`src/sv/sts_pkg.sv`:
```
// Shared types and codes for the software timer scheduler.
// Used by sts_ctrl, sts_dp and software_timer_scheduler_core; no dependencies.
package sts_pkg;

  // input function codes
  localparam logic FUNC_SET     = 1'b0;
  localparam logic FUNC_SERVICE = 1'b1;

  // result kind codes
  localparam logic KIND_EXPIRED = 1'b0;
  localparam logic KIND_REARM   = 1'b1;

  localparam int DELAY_W = 31;
  localparam int ID_W    = 4;

  // controller to datapath
  typedef struct packed {
    logic load;        // latch the input item
    logic remove;      // drop the addressed timer from the list
    logic scan_start;  // start counting entries due no later than the new deadline
    logic insert;      // place the new entry, rearm when it lands at the head
    logic pop;         // drop the head and report it expired
    logic rearm_head;  // report a rearm for the head deadline
  } cmd_t;

  // datapath to controller
  typedef struct packed {
    logic id_bad;
    logic id_pending;
    logic full;
    logic empty;
    logic scan_busy;
    logic expired;
  } sts_t;

endpackage

```
`src/sv/software_timer_scheduler_core.sv`:
```
// Software timer scheduler: up to TIMERS logical timers kept in deadline
// order behind one hardware timer. Depends on sts_pkg, sts_ctrl, sts_dp.
//
// Usage. Present an item on in_* and raise start; it is transferred at a
// rising edge with start high and busy low. in_func selects a set (0) or a
// service (1). Results appear on out_* for exactly one cycle with out_valid
// high; out_last marks the final result of an item. The receiver cannot
// stall, so results are simply taken as they come.
// Operation. A set reads every deadline slot once through the single memory
// read port to find the insertion place. A service reads each head deadline
// from memory before it is compared, for every expired timer and for the
// head that is rearmed. Ignored sets give no result.
// Results land on the edge where busy falls, or earlier for expiries.
// Reset. rst_n low clears all pending flags and the count; deadline memory
// and list contents are not cleared; reads of them are gated by the flags.
module software_timer_scheduler_core import sts_pkg::*; #(
  parameter int TIMERS    = 16,
  parameter int TIME_BITS = 48
) (
  input  logic               clk,
  input  logic               rst_n,
  input  logic               start,
  output logic               busy,
  input  logic               in_func,
  input  logic [ID_W-1:0]    in_timer_id,
  input  logic [DELAY_W-1:0] in_timeout_ms,
  input  logic [47:0]        in_now_ms,
  output logic               out_valid,
  output logic               out_kind,
  output logic [ID_W-1:0]    out_expired_id,
  output logic [DELAY_W-1:0] out_delay_ms,
  output logic               out_last
);

  cmd_t cmd;
  sts_t sts;

  sts_ctrl u_ctrl (
    .clk     (clk),
    .rst_n   (rst_n),
    .start   (start),
    .in_func (in_func),
    .sts     (sts),
    .cmd     (cmd),
    .busy    (busy)
  );

  sts_dp #(
    .TIMERS    (TIMERS),
    .TIME_BITS (TIME_BITS)
  ) u_dp (
    .clk            (clk),
    .rst_n          (rst_n),
    .cmd            (cmd),
    .sts            (sts),
    .in_timer_id    (in_timer_id),
    .in_timeout_ms  (in_timeout_ms),
    .in_now_ms      (in_now_ms),
    .out_valid      (out_valid),
    .out_kind       (out_kind),
    .out_expired_id (out_expired_id),
    .out_delay_ms   (out_delay_ms),
    .out_last       (out_last)
  );

endmodule

```
`src/sv/sts_dp.sv`:
```
// Datapath of the timer scheduler: deadline memory, ordered id list, flags,
// insertion scan and result registers. Depends on sts_pkg.
module sts_dp import sts_pkg::*; #(
  parameter int TIMERS    = 16,
  parameter int TIME_BITS = 48
) (
  input  logic                 clk,
  input  logic                 rst_n,
  input  cmd_t                 cmd,
  output sts_t                 sts,
  input  logic [ID_W-1:0]      in_timer_id,
  input  logic [DELAY_W-1:0]   in_timeout_ms,
  input  logic [47:0]          in_now_ms,
  output logic                 out_valid,
  output logic                 out_kind,
  output logic [ID_W-1:0]      out_expired_id,
  output logic [DELAY_W-1:0]   out_delay_ms,
  output logic                 out_last
);

  localparam int IDW  = $clog2(TIMERS);
  localparam int CW   = $clog2(TIMERS + 1);
  localparam int SUMW = TIME_BITS + 1;
  localparam logic [TIME_BITS-1:0] DMAX = TIME_BITS'({DELAY_W{1'b1}});

  // latched item
  logic [ID_W-1:0]      id_r;
  logic                 id_bad_r;
  logic [TIME_BITS-1:0] dl_r;
  logic [TIME_BITS-1:0] now_r;

  // list state
  logic [TIMERS-1:0]    pend_r;
  logic [IDW-1:0]       ord_r [TIMERS];
  logic [CW-1:0]        cnt_r;

  // deadline memory and scan
  logic [TIME_BITS-1:0] dmem [TIMERS];
  logic [TIME_BITS-1:0] rd_r;
  logic [IDW-1:0]       raddr;
  logic [CW-1:0]        sk_r;
  logic                 run_r;
  logic                 rvalid_r;
  logic [IDW-1:0]       ridx_r;
  logic [CW-1:0]        pos_r;

  // outputs
  logic                 out_valid_r;
  logic                 out_kind_r;
  logic [ID_W-1:0]      out_id_r;
  logic [DELAY_W-1:0]   out_delay_r;
  logic                 out_last_r;

  logic [TIME_BITS-1:0] now_t;
  logic [SUMW-1:0]      sum;
  logic [IDW-1:0]       idx;
  logic [TIMERS-1:0]    match;
  logic [TIMERS-1:0]    rm_hot;
  logic [TIMERS-1:0]    rm_mask;
  logic [IDW-1:0]       rm_id;
  logic [TIME_BITS-1:0] ra_dl;
  logic [TIME_BITS-1:0] diff;
  logic [DELAY_W-1:0]   delay;

  assign now_t = TIME_BITS'(in_now_ms);
  assign sum   = SUMW'(now_t) + SUMW'(in_timeout_ms);
  assign idx   = IDW'(id_r);

  // position of the addressed id among the valid entries
  always_comb begin
    for (int i = 0; i < TIMERS; i++) begin
      match[i] = (ord_r[i] == idx) && (CW'(i) < cnt_r);
    end
  end

  // entries at and after the removed one shift down
  assign rm_hot  = cmd.pop ? TIMERS'(1) : match;
  assign rm_mask = ~(rm_hot - TIMERS'(1));
  assign rm_id   = cmd.pop ? ord_r[0] : idx;

  // rearm delay, clamped to 1 .. 2^31-1
  assign ra_dl = cmd.insert ? dl_r : rd_r;
  assign diff  = ra_dl - now_r;
  always_comb begin
    if (ra_dl <= now_r) begin
      delay = DELAY_W'(1);
    end else if (diff > DMAX) begin
      delay = {DELAY_W{1'b1}};
    end else begin
      delay = DELAY_W'(diff);
    end
  end

  assign raddr = run_r ? sk_r[IDW-1:0] : ord_r[0];

  // memory: one write, one registered read
  always_ff @(posedge clk) begin
    rd_r <= dmem[raddr];
    if (cmd.insert) begin
      dmem[idx] <= dl_r;
    end
  end

  // control state
  always_ff @(posedge clk) begin
    if (!rst_n) begin
      pend_r      <= '0;
      cnt_r       <= '0;
      run_r       <= 1'b0;
      rvalid_r    <= 1'b0;
      out_valid_r <= 1'b0;
    end else begin
      out_valid_r <= (cmd.insert && pos_r == '0) || cmd.pop || cmd.rearm_head;
      rvalid_r    <= run_r;
      if (cmd.scan_start) begin
        run_r <= 1'b1;
      end else if (run_r && sk_r == CW'(TIMERS - 1)) begin
        run_r <= 1'b0;
      end
      if (cmd.remove || cmd.pop) begin
        pend_r[rm_id] <= 1'b0;
        cnt_r         <= cnt_r - CW'(1);
      end else if (cmd.insert) begin
        pend_r[idx] <= 1'b1;
        cnt_r       <= cnt_r + CW'(1);
      end
    end
  end

  // payload: item latch, scan counters, list and results
  always_ff @(posedge clk) begin
    if (cmd.load) begin
      id_r     <= in_timer_id;
      id_bad_r <= !(32'(in_timer_id) < TIMERS);
      now_r    <= now_t;
      dl_r     <= sum[TIME_BITS] ? {TIME_BITS{1'b1}} : sum[TIME_BITS-1:0];
    end
    ridx_r <= sk_r[IDW-1:0];
    if (cmd.scan_start) begin
      sk_r  <= '0;
      pos_r <= '0;
    end else begin
      if (run_r) begin
        sk_r <= sk_r + CW'(1);
      end
      if (rvalid_r && pend_r[ridx_r] && rd_r <= dl_r) begin
        pos_r <= pos_r + CW'(1);
      end
    end
    // list shifts; neighbour indexes stay inside the array at the ends
    for (int i = 0; i < TIMERS; i++) begin
      if (cmd.remove || cmd.pop) begin
        if (rm_mask[i] && i < TIMERS - 1) begin
          ord_r[i] <= ord_r[(i < TIMERS - 1) ? i + 1 : i];
        end
      end else if (cmd.insert) begin
        if (CW'(i) == pos_r) begin
          ord_r[i] <= idx;
        end else if (CW'(i) > pos_r && i > 0) begin
          ord_r[i] <= ord_r[(i > 0) ? i - 1 : i];
        end
      end
    end
    // result
    out_kind_r  <= cmd.pop ? KIND_EXPIRED : KIND_REARM;
    out_id_r    <= cmd.pop ? ID_W'(ord_r[0]) : '0;
    out_delay_r <= cmd.pop ? '0 : delay;
    out_last_r  <= cmd.pop ? (cnt_r == CW'(1)) : 1'b1;
  end

  assign sts.id_bad     = id_bad_r;
  assign sts.id_pending = pend_r[idx];
  assign sts.full       = (cnt_r == CW'(TIMERS));
  assign sts.empty      = (cnt_r == '0);
  assign sts.scan_busy  = run_r || rvalid_r;
  assign sts.expired    = (rd_r <= now_r);

  assign out_valid      = out_valid_r;
  assign out_kind       = out_kind_r;
  assign out_expired_id = out_id_r;
  assign out_delay_ms   = out_delay_r;
  assign out_last       = out_last_r;

  // checks
  a_cnt_range: assert property (@(posedge clk) disable iff (!rst_n)
    cnt_r <= CW'(TIMERS))
    else $error("pending count beyond capacity");
  a_cnt_flags: assert property (@(posedge clk) disable iff (!rst_n)
    $countones(pend_r) == int'(cnt_r))
    else $error("pending flags disagree with count");
  a_rearm_last: assert property (@(posedge clk) disable iff (!rst_n)
    out_valid && out_kind == KIND_REARM |-> out_last && out_delay_ms != '0)
    else $error("rearm not last or zero delay");

endmodule

```
`src/sv/sts_ctrl.sv`:
```
// Controller state machine of the timer scheduler: sequences set and service
// items through the datapath by command and status. Depends on sts_pkg.
module sts_ctrl import sts_pkg::*; (
  input  logic clk,
  input  logic rst_n,
  input  logic start,
  input  logic in_func,
  input  sts_t sts,
  output cmd_t cmd,
  output logic busy
);

  typedef enum logic [2:0] {
    S_IDLE, S_SET_CHK, S_SET_SCAN, S_SET_WAIT, S_SET_INS, S_SVC_RD, S_SVC_CHK
  } state_t;

  state_t state_r, state_nxt;
  logic   busy_r;

  // next state and commands
  always_comb begin
    state_nxt = state_r;
    cmd       = '0;
    unique case (state_r)
      S_IDLE: begin
        if (start) begin
          cmd.load  = 1'b1;
          state_nxt = (in_func == FUNC_SERVICE) ? S_SVC_RD : S_SET_CHK;
        end
      end
      S_SET_CHK: begin
        if (sts.id_bad) begin
          state_nxt = S_IDLE;
        end else begin
          cmd.remove = sts.id_pending;
          state_nxt  = (sts.full && !sts.id_pending) ? S_IDLE : S_SET_SCAN;
        end
      end
      S_SET_SCAN: begin
        cmd.scan_start = 1'b1;
        state_nxt      = S_SET_WAIT;
      end
      S_SET_WAIT: begin
        if (!sts.scan_busy) begin
          state_nxt = S_SET_INS;
        end
      end
      S_SET_INS: begin
        cmd.insert = 1'b1;
        state_nxt  = S_IDLE;
      end
      S_SVC_RD: begin
        state_nxt = sts.empty ? S_IDLE : S_SVC_CHK;
      end
      S_SVC_CHK: begin
        if (sts.expired) begin
          cmd.pop   = 1'b1;
          state_nxt = S_SVC_RD;
        end else begin
          cmd.rearm_head = 1'b1;
          state_nxt      = S_IDLE;
        end
      end
      default: state_nxt = S_IDLE;
    endcase
  end

  // state and busy flag
  always_ff @(posedge clk) begin
    if (!rst_n) begin
      state_r <= S_IDLE;
      busy_r  <= 1'b0;
    end else begin
      state_r <= state_nxt;
      busy_r  <= (state_nxt != S_IDLE);
    end
  end

  assign busy = busy_r;

endmodule

```
`config.mk`:
```
export PLATFORM = sky130hd
export DESIGN_NAME = software_timer_scheduler_core
export DESIGN_NICKNAME = d
export VERILOG_FILES = /design/src/sv/sts_pkg.sv /design/src/sv/software_timer_scheduler_core.sv /design/src/sv/sts_dp.sv /design/src/sv/sts_ctrl.sv
export SDC_FILE = /design/constraint.sdc
export NUM_CORES = 2
export LEC_CHECK = 0
export ABC_AREA = 1
export BUFFER_PORTS_ARGS = -buffer_cell sky130_fd_sc_hd__buf_2
export CAP_MARGIN = 40
export CORE_MARGIN = 2
export CORE_UTILIZATION = 63
export DETAILED_ROUTE_END_ITERATION = 10
export PLACE_DENSITY = 0.8
export REMOVE_ABC_BUFFERS = 1
export SLEW_MARGIN = 20
export SYNTH_ARGS = -nofsm -noshare
export SYNTH_HDL_FRONTEND = slang
export SYNTH_HIERARCHICAL = 1
export SYNTH_SLANG_ARGS = --single-unit
```
`constraint.sdc`:
```
create_clock -name clk -period 5 [get_ports clk]
set_input_delay 1 -clock clk [delete_from_list [all_inputs] [get_ports clk]]
set_output_delay 1 -clock clk [all_outputs]
set_load 0.05 [all_outputs]
```
==> impl_metrics.toml <==
[routing]
firstDrtPassIters = 6
wire_per_inst_um = 23.99
first_iter_violations = 5380
vias = 41789
drcViolationCount = 0
viasPerCell = 6.266
routed_wl_um = 160000
ant_nets = 0

[yosys]
synth.cell_area_mm2 = 0.05267
ys_seq_elements = 1059
synthDistinctLibCells = 60
synth_edf_count = 932
synthArstFlopShare_pct = 0
syn_avg_cell_area_um2 = 9.733
ys_seq_area_share_pct = 57.97
synth_area_leaders = "edfxtp_1 53%, nand2_1 6.0%, o21ai_0 5.7%"
ys_warn_count = 6
synth_largest_area_cell = "edfxtp_1"
netlist_instances = 5411
synth-main-ff-cell = "edfxtp_1"
yosysTopAreaCellShare_pct = 53.14

[die]
start_util_pct = 63.33
die_width_um = 293.1
die_h_um = 293.1
core-area_mm2 = 0.08316
pin_count = 126
row_count = 106
dieArea_mm2 = 0.08593

[global_routing]
grt_pass1_wl_um = 237000
antenna_found_initial = 8
grt_usage_pct = 36.81
grt.overflow.total = 0
grt_max_degree = 170
grt_pass1_vias = 39752

[clock_tree]
clockBufferDepth = 3
clk_latency_ns = 0.70
clock-sinks = 1059
clkTransAtPathRegs_ns = 0.06
postCtsHoldBufs = 0
cts_setup_buffers = 0
h-tree-depth = 3
root_buffer = "clkbuf_16"
cts_tree = "built"
cts_resized = 0
cts_made_buffers = 106

[timing]
clock.fmax_ghz = 0.2183
hold_viol = 0
worst_clock_skew_ns = 0.04307
rsz0062_at_grt = "no"
worst_pin_slew_ns = 1.063
slew_headroom_pct = 29.16
fin_crit_sh_pct = 91.60
final_max_slew_viol_count = 0
period_minus_slack_ns = 4.580
hold_ws_ns = 0.3997
finalSetupViolations = 0

[run]
drv_cap = 0

[placement]
dp_hpwl_um = 105600
io_buffers = 125
dp_cells = 6467
gp_congestion = 1.035

[final_layout]
fillers = 6229
nNetsFinal = 5770
final_cell_mix = "932 x edfxtp_1, 837 x nand2_1, 685 x inv_1, 603 x o21ai_0, 560 x a21oi_1"
regArea_mm2 = 0.03053
fin_cells = 6669
layout_commonest_cell = "edfxtp_1"
multiInputGateArea_mm2 = 0.01857
syn2layout_area_growth_pct = 10.73
final_layout_size_suffix_gt1_share_pct = 8.948

[min_path]
hold_depth = 0
min_from = "u_dp/sk_r[3]$_SDFFE_PP0P_"
hold_end = "u_dp/ridx_r[3]$_DFF_P_"
hold_class = "flip-flop to flip-flop"

[critical_path]
path_class = "flip-flop to flip-flop"
cp_slowest_stage_delay_ns = 0.39
r2r_cells = 25
slowest_stage = "o221ai_1"
start_kind = "flip-flop"
rr_startpoint = "u_dp/now_r[15]$_DFFE_PP_"
critPathRequiredTime_ns = 5.37
r2r_setup_slack_ns = 0.42
end_kind = "flip-flop"
cp_max_fo = 7
r2r-end = "u_dp/ord_r[1][24]$_DFFE_PP_"
crit_top_cell = "inv_1"
worst-endpoint-arrival_ns = 4.96

[outcome]
outcome = "completed"

[pwr]
p_leak_nw = 22.91
power_density_mw_per_mm2 = 397.4
ir_drop_v = 0.0004018
-- layout make-up --
class	count	area share [%]
Multi-Input combinational cell	3394	31.83
Sequential cell	1059	52.35
Clock buffer	133	4.879
Inverter	708	4.563
Clock inverter	67	1.197
Tap cell	1080	2.317
Timing Repair Buffer	227	2.856
Antenna cell	1	0.004291
-- worst max path at each step --
stage / start / slack [ns] / endpoint / cells past startpoint
after floorplan: u_dp/run_r$_SDFFE_PN0P_ / -10.88 / u_dp/rd_r[0]$_DFF_P_ / 7
after global placement: u_ctrl/state_r[2]$_SDFF_PN0_ / 0.43 / u_dp/out_delay_ms[0]$_SDFF_PP0_ / 20
after detailed placement: u_dp/now_r[15]$_DFFE_PP_ / 0.55 / u_dp/ord_r[1][26]$_DFFE_PP_ / 25
after CTS: u_dp/now_r[15]$_DFFE_PP_ / 0.50 / u_dp/ord_r[1][27]$_DFFE_PP_ / 25
after global routing: u_dp/now_r[15]$_DFFE_PP_ / 0.11 / u_dp/ord_r[1][26]$_DFFE_PP_ / 25
final: u_dp/now_r[15]$_DFFE_PP_ / 0.42 / u_dp/ord_r[1][24]$_DFFE_PP_ / 25
-- cells in the mapped netlist (3+ instances only) --
cell	n
ha_1	185
o2111ai_1	3
o22ai_1	24
or2_1	8
o221ai_1	62
buf_1	12
nor2_2	21
o21ai_0	605
nor2_1	389
buf_4	5
xor2_1	41
buf_6	11
o211ai_1	88
nand3b_1	4
o32ai_1	57
a21oi_2	3
inv_2	18
nand2_1	841
inv_1	687
and2_1	5
or2_2	13
nand2_2	10
edfxtp_1	932
clkinv_1	3
a211oi_1	8
o21a_1	8
nand3_1	134
o311ai_0	4
a22oi_1	4
o21bai_1	6
o21ai_1	4
nor2_4	7
a21boi_0	3
a21oi_1	560
nor3_1	98
buf_2	39
nor4_1	17
clkbuf_1	183
nor3_2	4
nand4_1	80
dfxtp_1	127
nand3_2	3
a21o_1	5
xnor2_1	44
a31oi_1	28
-- worst max-delay path: cells and delay by family, from the launching register on --
kind                       cells  cell delay [ns]
adders and majority gates      2             0.52
AOI/OAI and AO/OA              2             0.46
buffers and inverters          8             0.96
DFF                            1             0.32
and+or+nand+nor               13             1.98
-- state kept, by name, indices dropped and copies added, names as in the netlist --
register and flops:
u_dp/rvalid_r 1, u_dp/cnt_r 5, u_dp/out_last 1, u_dp/sk_r 5, u_dp/run_r 1, u_dp/out_expired_id 4
u_dp/now_r 48, u_dp/pend_r 16, u_dp/ridx_r 4, u_dp/id_r 4, u_dp/pos_r 5, u_dp/out_valid 1
u_dp/out_delay_ms 31, u_dp/dmem 768, u_dp/rd_r 48, u_dp/ord_r 64, u_ctrl/state_r 3, u_dp/out_kind 1
u_dp/dl_r 48, u_ctrl/busy 1
-- per-layer routing --
layer | global-route usage [%] | wire, µm | vias up
met3 | 6.952 | 18120 | 404
met4 | 13.63 | 6031 | 10
met5 | 0 | 70 | -
met2 | 59.14 | 73660 | 2499
li1 | - | - | 19132
met1 | 50.25 | 62110 | 19744
-- logic make-up after synthesis --
family / count (synthesis) / synth area share (%)
adder cells (fa/ha/maj): 187 / 4.471
XOR/XNOR: 85 / 1.414
buffers and inverters: 958 / 7.113
flip-flops: 1059 / 57.97
other: 1 / 0.007120
AND/OR/NAND/NOR: 1641 / 13.28
AO/OA/AOI/OAI: 1480 / 15.75
-- metrics by stage --
step	cell area, µm²	setup WS, ns	utilization (%)	total power [mW]	setup TNS [ns]
after floorplan	51580	-10.88	-	13.69	-520.13
after global placement	54590	0.4338	65.64	15.06	0
after detailed placement	54750	0.5457	65.83	15.16	0
after CTS	58290	0.5022	70.09	23.11	0
after global routing	58320	0.1129	70.13	24.02	0
final	58320	0.4198	70.13	23.18	0
-- power by group --
| part | internal [mW] | switching, mW | leakage [nW] |
|---|---|---|---|
| Clock | 4.62 | 3.42 | 1.72 |
| Sequential | 10.1 | 0.463 | 9.50 |
| Combinational | 1.37 | 3.18 | 11.7 |
No activity file was read; power rests on OpenSTA's default activity.
